$ cat config.mk
export PLATFORM = sky130hd
export DESIGN_NAME = isc_ctrl
export DESIGN_NICKNAME = d
export VERILOG_FILES = /design/src/rtl/core/isc_pkg.sv /design/src/rtl/core/isc_ctrl.sv
export VERILOG_INCLUDE_DIRS = /design/src /design/src/rtl/core
export SDC_FILE = /design/constraint.sdc
export NUM_CORES = 1
export LEC_CHECK = 0
export BUFFER_PORTS_ARGS = -buffer_cell sky130_fd_sc_hd__buf_2
export CELL_PAD_IN_SITES_DETAIL_PLACEMENT = 1
export CELL_PAD_IN_SITES_GLOBAL_PLACEMENT = 1
export CORE_MARGIN = 3
export CORE_UTILIZATION = 31
export CTS_BUF_LIST = sky130_fd_sc_hd__clkbuf_16
export DETAILED_ROUTE_END_ITERATION = 8
export PLACE_DENSITY_LB_ADDON = 0.2
export RECOVER_POWER = 100
export SLEW_MARGIN = 15
export SYNTH_ARGS = -nofsm -noshare
export SYNTH_HDL_FRONTEND = slang
export SYNTH_SLANG_ARGS = --single-unit
$ cat constraint.sdc
create_clock -name clk -period 2 [get_ports clk]
set_input_delay 0.1 -clock clk [delete_from_list [all_inputs] [get_ports clk]]
set_output_delay 0.1 -clock clk [all_outputs]
set_load 0.005 [all_outputs]
$ cat src/rtl/core/iterative_sigma_clip_unit_assert.svh
// Assertion macros for the sigma clipping unit.
// Used by modules that sample clk and rst_n in their own scope.
`ifndef ITERATIVE_SIGMA_CLIP_UNIT_ASSERT_SVH
`define ITERATIVE_SIGMA_CLIP_UNIT_ASSERT_SVH
`ifndef SYNTHESIS
`define ISC_ASSERT_IMP(lbl, ante, cons) \
  lbl: assert property (@(posedge clk) disable iff (!rst_n) (ante) |-> (cons)) \
    else $error("sigma clip assertion failed");
`define ISC_ASSERT_NXT(lbl, ante, cons) \
  lbl: assert property (@(posedge clk) disable iff (!rst_n) (ante) |=> (cons)) \
    else $error("sigma clip assertion failed");
`else
`define ISC_ASSERT_IMP(lbl, ante, cons)
`define ISC_ASSERT_NXT(lbl, ante, cons)
`endif
`endif

$ cat src/rtl/core/isc_pkg.sv
// Shared constants, state type and controller/datapath interface structs
// for the sigma clipping unit. No dependencies.
package isc_pkg;

  localparam int MAX_SAMPLES = 64;
  localparam int IDX_W       = $clog2(MAX_SAMPLES);
  localparam int CNT_W       = $clog2(MAX_SAMPLES + 1);
  localparam int OUT_IDX_W   = 6;
  localparam int SAMPLE_W    = 24;
  localparam int CM_W        = 8;
  localparam logic [CM_W-1:0] CM_RESET = 8'd80;
  localparam int SUM_W       = SAMPLE_W + IDX_W;
  localparam int SQ_W        = 2 * SAMPLE_W - 1;
  localparam int QS_W        = SQ_W + IDX_W;
  localparam int D_W         = CNT_W + QS_W;
  localparam int VAR_FRAC    = 16;
  localparam int MEAN_FRAC   = 8;
  localparam int DIVD_W      = D_W + VAR_FRAC;
  localparam int DEN_W       = 18;
  localparam int MQ_W        = SUM_W + MEAN_FRAC;
  localparam int V_W         = 64;
  localparam int ROOT_W      = 32;
  localparam int MEAN_W      = 32;
  localparam int SIGMA_W     = 31;
  localparam int DIFF_W      = MEAN_W + 2;
  localparam int DIST_W      = DIFF_W - 1;
  localparam int THR_W       = CM_W + ROOT_W;
  localparam int PASS_W      = 7;

  typedef enum logic [4:0] {
    S_LOAD, S_ST_CLR, S_ST_RD, S_ST_SQ, S_ST_ACC,
    S_MEAN_GO, S_MEAN_WAIT, S_VAR_A, S_VAR_B, S_VAR_GO, S_VAR_WAIT, S_SQRT_WAIT,
    S_CL_CLR, S_CL_RD, S_CL_MUL, S_CL_CMP,
    S_EM_CLR, S_EM_RD, S_EM_OUT, S_END
  } isc_state_t;

  typedef struct packed {
    logic load;
    logic st_clr;
    logic rd;
    logic sq;
    logic acc;
    logic mean_go;
    logic mean_fin;
    logic var_a;
    logic var_b;
    logic var_go;
    logic var_fin;
    logic sqrt_fin;
    logic cl_clr;
    logic cl_mul;
    logic cl_cmp;
    logic em_clr;
    logic em_load;
    logic end_clr;
  } isc_cmd_t;

  typedef struct packed {
    logic idx_end;
    logic n_zero;
    logic n_lt2;
    logic dropped;
    logic div_busy;
    logic div_done;
    logic sqrt_busy;
    logic sqrt_done;
    logic out_free;
    logic cnt_zero;
  } isc_status_t;

endpackage

$ cat src/rtl/core/isc_ctrl.sv
// Sequencer for load, statistics, clip and emit phases.
// Depends on isc_pkg and the assertion macro header.
`include "iterative_sigma_clip_unit_assert.svh"
module isc_ctrl import isc_pkg::*; (
  input  logic        clk,
  input  logic        rst_n,
  input  logic        in_valid,
  input  logic        in_last,
  input  isc_status_t st,
  output isc_cmd_t    cmd,
  output logic        in_ready
);

  isc_state_t state_r, state_nxt;

  always_ff @(posedge clk) begin
    if (!rst_n) begin
      state_r <= S_LOAD;
    end else begin
      state_r <= state_nxt;
    end
  end

  always_comb begin
    state_nxt = state_r;
    unique case (state_r)
      S_LOAD:      if (in_valid && in_last) state_nxt = S_ST_CLR;
      S_ST_CLR:    state_nxt = S_ST_RD;
      S_ST_RD: begin
        if (!st.idx_end) state_nxt = S_ST_SQ;
        else if (st.n_zero) state_nxt = S_EM_CLR;
        else state_nxt = S_MEAN_GO;
      end
      S_ST_SQ:     state_nxt = S_ST_ACC;
      S_ST_ACC:    state_nxt = S_ST_RD;
      S_MEAN_GO:   state_nxt = S_MEAN_WAIT;
      S_MEAN_WAIT: if (st.div_done) state_nxt = st.n_lt2 ? S_EM_CLR : S_VAR_A;
      S_VAR_A:     state_nxt = S_VAR_B;
      S_VAR_B:     state_nxt = S_VAR_GO;
      S_VAR_GO:    state_nxt = S_VAR_WAIT;
      S_VAR_WAIT:  if (st.div_done) state_nxt = S_SQRT_WAIT;
      S_SQRT_WAIT: if (st.sqrt_done) state_nxt = S_CL_CLR;
      S_CL_CLR:    state_nxt = S_CL_RD;
      S_CL_RD: begin
        if (!st.idx_end) state_nxt = S_CL_MUL;
        else state_nxt = st.dropped ? S_ST_CLR : S_EM_CLR;
      end
      S_CL_MUL:    state_nxt = S_CL_CMP;
      S_CL_CMP:    state_nxt = S_CL_RD;
      S_EM_CLR:    state_nxt = S_EM_RD;
      S_EM_RD:     state_nxt = st.idx_end ? S_END : S_EM_OUT;
      S_EM_OUT:    if (st.out_free) state_nxt = S_EM_RD;
      S_END:       state_nxt = S_LOAD;
      default:     state_nxt = S_LOAD;
    endcase
  end

  always_comb begin
    cmd      = '0;
    in_ready = 1'b0;
    unique case (state_r)
      S_LOAD: begin
        in_ready = 1'b1;
        cmd.load = in_valid;
      end
      S_ST_CLR:    cmd.st_clr = 1'b1;
      S_ST_RD:     cmd.rd = !st.idx_end;
      S_ST_SQ:     cmd.sq = 1'b1;
      S_ST_ACC:    cmd.acc = 1'b1;
      S_MEAN_GO:   cmd.mean_go = 1'b1;
      S_MEAN_WAIT: cmd.mean_fin = st.div_done;
      S_VAR_A:     cmd.var_a = 1'b1;
      S_VAR_B:     cmd.var_b = 1'b1;
      S_VAR_GO:    cmd.var_go = 1'b1;
      S_VAR_WAIT:  cmd.var_fin = st.div_done;
      S_SQRT_WAIT: cmd.sqrt_fin = st.sqrt_done;
      S_CL_CLR:    cmd.cl_clr = 1'b1;
      S_CL_RD:     cmd.rd = !st.idx_end;
      S_CL_MUL:    cmd.cl_mul = 1'b1;
      S_CL_CMP:    cmd.cl_cmp = 1'b1;
      S_EM_CLR:    cmd.em_clr = 1'b1;
      S_EM_RD:     cmd.rd = !st.idx_end;
      S_EM_OUT:    cmd.em_load = st.out_free;
      S_END:       cmd.end_clr = 1'b1;
      default:     cmd = '0;
    endcase
  end

  `ISC_ASSERT_IMP(a_div_start_idle, cmd.mean_go || cmd.var_go, !st.div_busy)
  `ISC_ASSERT_IMP(a_sqrt_start_idle, cmd.var_fin, !st.sqrt_busy)
  `ISC_ASSERT_IMP(a_load_units_idle, cmd.load, !st.div_busy && !st.sqrt_busy)
  `ISC_ASSERT_NXT(a_end_clears_count, state_r == S_END, st.cnt_zero)

endmodule

==> out/qor.csv, run 1 <==
metric;value;unit
min_path_type;in -> reg;
placed_area;943;um2
synth-main-ff-cell;dfxtp_1;
vias_per_cell;5.71;
grt-ovfl-total;0;
clk_pin_slew;0.03;ns
wl;2760;um
rsz0062_at_grt;false;
async_flop_share;0;%
drv_slew;0;
io_pins;33;
synth_seq_cells;5;
maxCapViolations;0;
largest_reg_flops;5;
synth_edf_count;0;
critical_path_arrival;1.94;ns
wl_met1;1320;um
holdWs;0.148;ns
gp_congestion;0.837;
hold_violations;0;
synth_xor_area_share;1.17;%
setup_violations;0;
numPortBuffers;29;
cts_buffer_depth;2;
synthAdderAreaFrac;0;%
synth_top_cells_by_count;nor2_1 (10), nor3_1 (9), nand2_1 (6), nor2b_1 (6);
grt_usage;19.8;%
grt_pass1_wl;4420;um
tightestPinTransition;0.462;ns
grt_max_degree;19;
dp_slack;0.186;ns
yosys.area_share.simple;46.8;%
cts_tree;built;
drive_gt1_share;24.1;%
synth_area;746;um2
end_kind;flip-flop;
clkLatencyLatePin;0.23;ns
drtAntennaViolNets;0;
relSlewSlack;68.8;%
vias;965;
cp-start-kind;flip-flop;
clock_sinks;5;
wl_per_cell;16.3;um
crit_path_max_fanout;11;
core_area;0.00225;mm2
synth_cells;110;
leakagePower;0.432;nW
final.setup.worst_slack;0.168;ns
fin_nets;156;
power_density;1070;mW/mm2
seq_area_frac_synth;13.4;%
synth_area_leaders;dfxtp_1 (13%), nor3_1 (6.0%), a21o_1 (5.0%), nor2_1 (5.0%), nor2b_1 (5.0%);
initial_core_util;33.1;%
drtIter0Drc;10;
drc;0;
setup.worst_path.class;reg -> reg;
die_h;55.0;um
tns;0;ns
met3WireLength;167;um
antenna_found_initial;0;
synth_warnings;0;
largestRegisters;state_r: 5 flops;
root_buffer;clkbuf_16;
h-tree-depth;1;
syn_area_per_cell;6.78;um2
top_register;state_r;
first_global_vias;922;
max_freq;546;MHz
synth_top_family_by_area;simple AND/OR/NAND/NOR gates;
ir_drop;0.000757;V
finClkSkew;0.00255;ns
synth.most_common_cell;nor2_1;
fin_crit;1.83;ns
synth.top_cell.area_share;13.4;%
die_x;55.0;um
first_pass_iters;4;
yosysTopAreaCell;dfxtp_1;
numCtsBuffers;3;
rows;17;
outcome;finished, final reports clean;
stdcell_area;0.00100;mm2
hpwl;2080;um
cts_setup_buffers;0;
fin_util;44.5;%
n_antenna_cell;0;
synth_cell_types;43;
required;2.11;ns
synth_mux_area_share;0;%
synth_compound_area_share;28.9;%
topRoutingLayerUsed;met3;
wl_met2;1270;um
die-area;0.00303;mm2
synth_nets;124;
timing.final.crit_share;91.6;%
syn2layout_area_growth;34.6;%
==> cell families after synthesis <==
family / Yosys count
buffers and inverters: 16
flip-flops: 5
AND/OR/NAND/NOR: 59
XOR/XNOR: 1
AO/OA/AOI/OAI: 29
==> cells in the final DEF, fill, tap and decap left out, types with 3 or more instances in the layout <==
master,count
buf_2,18
clkbuf_1,11
nor2_1,10
nor3_1,8
buf_4,7
nand2_1,6
nor2b_1,6
inv_1,5
nor3b_1,5
a21o_1,5
o21ai_0,5
dfxtp_1,5
nand3_1,4
nand2b_1,3
and3_1,3
clkbuf_16,3
==> power by group <==
group / switching [W] / internal, W / leakage [nW] / total, W
Combinational: 0.000305 / 0.000262 / 0.349 / 0.000568
Clock: 0.0000611 / 0.000258 / 0.0423 / 0.000320
Sequential: 0.0000661 / 0.000124 / 0.0408 / 0.000190
==> final timing paths <==
path	from	to	slack, ns	depth (start not counted)
worst max-delay path	state_r[3]	state_r[2]	0.17	4
worst min-delay path	rst_n	state_r[2]	0.15	2
worst max register to register	state_r[3]	state_r[2]	0.17	4
worst min register to register	state_r[4]	state_r[3]	0.70	2
==> what timing repair did <==
item	CTS	global route
endpoints found under the setup margin	0	1
hold buffers	0	0
resized for setup	0	1
==> metrics by stage <==
stage / total power [W] / instances
floorplan: 0.000555 / 110
global placement: 0.000753 / 165
detailed placement: 0.000767 / 165
CTS: 0.00110 / 169
global route: 0.00116 / 169
finish: 0.00108 / 169
==> worst max-delay path, stage by stage, from the launching register on <==
cell,delay [ns]
dfxtp_1,0.41
or3b_4,0.47
or3b_4,0.43
and3_1,0.17
a41o_1,0.23
==> routing by layer <==
metal / vias up / global-route usage [%]
met2: 36 / 34.6
met1: 459 / 26.6
met4: 0 / 0
li1: 470 / -
met5: - / 0
met3: 0 / 4.02
==> final cells by class <==
class,instances,area [um2]
Clock inverter,1,3.75
Inverter,4,15.0
Sequential cell,5,100
Multi-Input combinational cell,89,573
Timing Repair Buffer,39,201
Tap cell,28,35.0
Fill cell,309,1250
Clock buffer,3,75.1
Power figures use the tool's default switching activity.
==> inputs of run 2 (changes only) <==
--- a/config.mk
+++ b/config.mk
@@ -7,10 +7,8 @@
 export NUM_CORES = 1
 export LEC_CHECK = 0
 export BUFFER_PORTS_ARGS = -buffer_cell sky130_fd_sc_hd__buf_2
-export CELL_PAD_IN_SITES_DETAIL_PLACEMENT = 1
-export CELL_PAD_IN_SITES_GLOBAL_PLACEMENT = 1
 export CORE_MARGIN = 3
-export CORE_UTILIZATION = 31
+export CORE_UTILIZATION = 41
 export CTS_BUF_LIST = sky130_fd_sc_hd__clkbuf_16
 export DETAILED_ROUTE_END_ITERATION = 8
 export PLACE_DENSITY_LB_ADDON = 0.2
==> run 2 against run 1 <==
Cell area is 0.37% lower. Global-route usage is 0.31 points lower. Total power is 2.6% lower. Worst setup slack worse by 0.0084 ns. Clock power hardly changed. Flip-flop and latch count stayed put. Critical endpoint is now cmd[17].
==> out/qor.csv, run 2 (synthesis gave the netlist of run 1 again) <==
metric;value;unit
clkLatencyLatePin;0.22;ns
root_buffer;clkbuf_16;
cp-start-kind;flip-flop;
initial_core_util;46.3;%
ir_drop;0.000952;V
wl;2330;um
fin_util;62.0;%
top_register;state_r;
drv_slew;0;
die_h;48.6;um
cts_resized;0;
outcome;finished, final reports clean;
io_pins;33;
nFillCells;168;
drive_gt1_share;24.6;%
vias;981;
finClkSkew;0.000707;ns
grt_pass1_wl;3910;um
grt_max_degree;21;
timing.final.crit_share;92.0;%
hp-start;rst_n;
required;1.90;ns
crit_chain;buf_4, or3_1, nor3_1, and2_0, buf_2;
slowest_delay;0.42;ns
final_cell_mix;buf_2 (19), nor2_1 (10), clkbuf_1 (10), nor3_1 (9), buf_4 (8);
placed_area;946;um2
cts_setup_buffers;0;
wl_per_cell;14.0;um
slowest_stage;dfxtp_1;
maxCapViolations;0;
first_pass_iters;4;
max_freq;543;MHz
setup_violations;0;
holdBufCountCts;0;
tns;0;ns
h-tree-depth;1;
leakagePower;0.438;nW
stdcell_area;1000;um2
clock_sinks;5;
crit_cells;5;
grt-ovfl-total;0;
syn2layout_area_growth;34.1;%
cts_buffer_depth;2;
crit_path_max_fanout;11;
grt_usage;19.5;%
drtAntennaViolNets;0;
clk_pin_slew;0.03;ns
power_density;1050;mW/mm2
cts_tree;built;
vias_per_cell;5.91;
hold_violations;0;
gp_congestion;0.825;
holdPathEnd;state_r[2];
core_area;0.00161;mm2
critical_path_arrival;1.74;ns
min_delay_path_depth;2;
r2r_start;state_r[0];
drtIter0Drc;32;
path_buf_inv;2;
hpwl;1710;um
rsz0062_at_grt;false;
setup.worst_path.class;reg -> out;
tightestPinTransition;0.441;ns
r2r_slack;0.22;ns
relSlewSlack;70.2;%
numPortBuffers;29;
drc;0;
die-area;0.00237;mm2
r2r-end;state_r[2];
fin_nets;157;
n_antenna_cell;0;
fin_crit;1.84;ns
die_x;48.6;um
antenna_found_initial;0;
rows;14;
min_path_type;in -> reg;
mostFrequentLayoutCell;buf_2;
numCtsBuffers;3;
end_kind;output port;
first_global_vias;896;
largest_reg_flops;5;
crit_family;simple AND/OR/NAND/NOR gates;
reg2reg_depth;4;
largestRegisters;state_r: 5 flops;
## run 2: metrics by stage
| step | hold slack, ns | instances | power, W | setup slack [ns] |
|---|---|---|---|---|
| finish | 0.139 | 166 | 0.00105 | 0.160 |
| detailed placement | 0.366 | 162 | 0.000736 | 0.257 |
| global placement | 0.364 | 162 | 0.000731 | 0.275 |
| floorplan | 0.252 | 110 | 0.000555 | 0.298 |
| CTS | 0.138 | 166 | 0.00106 | 0.184 |
| global route | 0.163 | 166 | 0.00112 | 0.0384 |
## run 2: worst max-delay path by stage
stage	start	end	slack, ns
after global placement	state_r[0]	state_r[2]	0.27
after CTS	state_r[0]	cmd[17]	0.18
after floorplan	state_r[4]	state_r[2]	0.30
final	state_r[0]	cmd[17]	0.16
after global routing	state_r[0]	cmd[17]	0.04
after detailed placement	state_r[0]	state_r[2]	0.26
## run 2: worst register-to-register path: cells and delay by family, from the launching register on
kind	cells	cell delay, ns
flip-flops	1	0.56
AO/OA/AOI/OAI	1	0.22
AND/OR/NAND/NOR	3	0.89
## run 2: report_power, final
part | switching, W | total [W] | internal, W
clock network | 0.0000583 | 0.000317 | 0.000258
logic | 0.000298 | 0.000560 | 0.000263
registers | 0.0000485 | 0.000173 | 0.000124
## run 2: metal layers
layer  share of wire (%)  global-route usage (%)  routed length [um]
met1                  44                    26.4                1020
met2                  45                    30.8                1060
met3                 9.2                    4.91                 215
met4                 1.8                    4.74                  43
met5                   0                       0                   0
## run 2: cell type report
class                           instances  area (um2)  area share (%)
Clock buffer                            3        75.1            7.51
Tap cell                               24        30.0            3.00
Timing Repair Buffer                   40         208            20.8
Inverter                                4        15.0            1.50
Multi-Input combinational cell         89         568            56.8
Clock inverter                          1        3.75           0.375
Sequential cell                         5         100            10.0
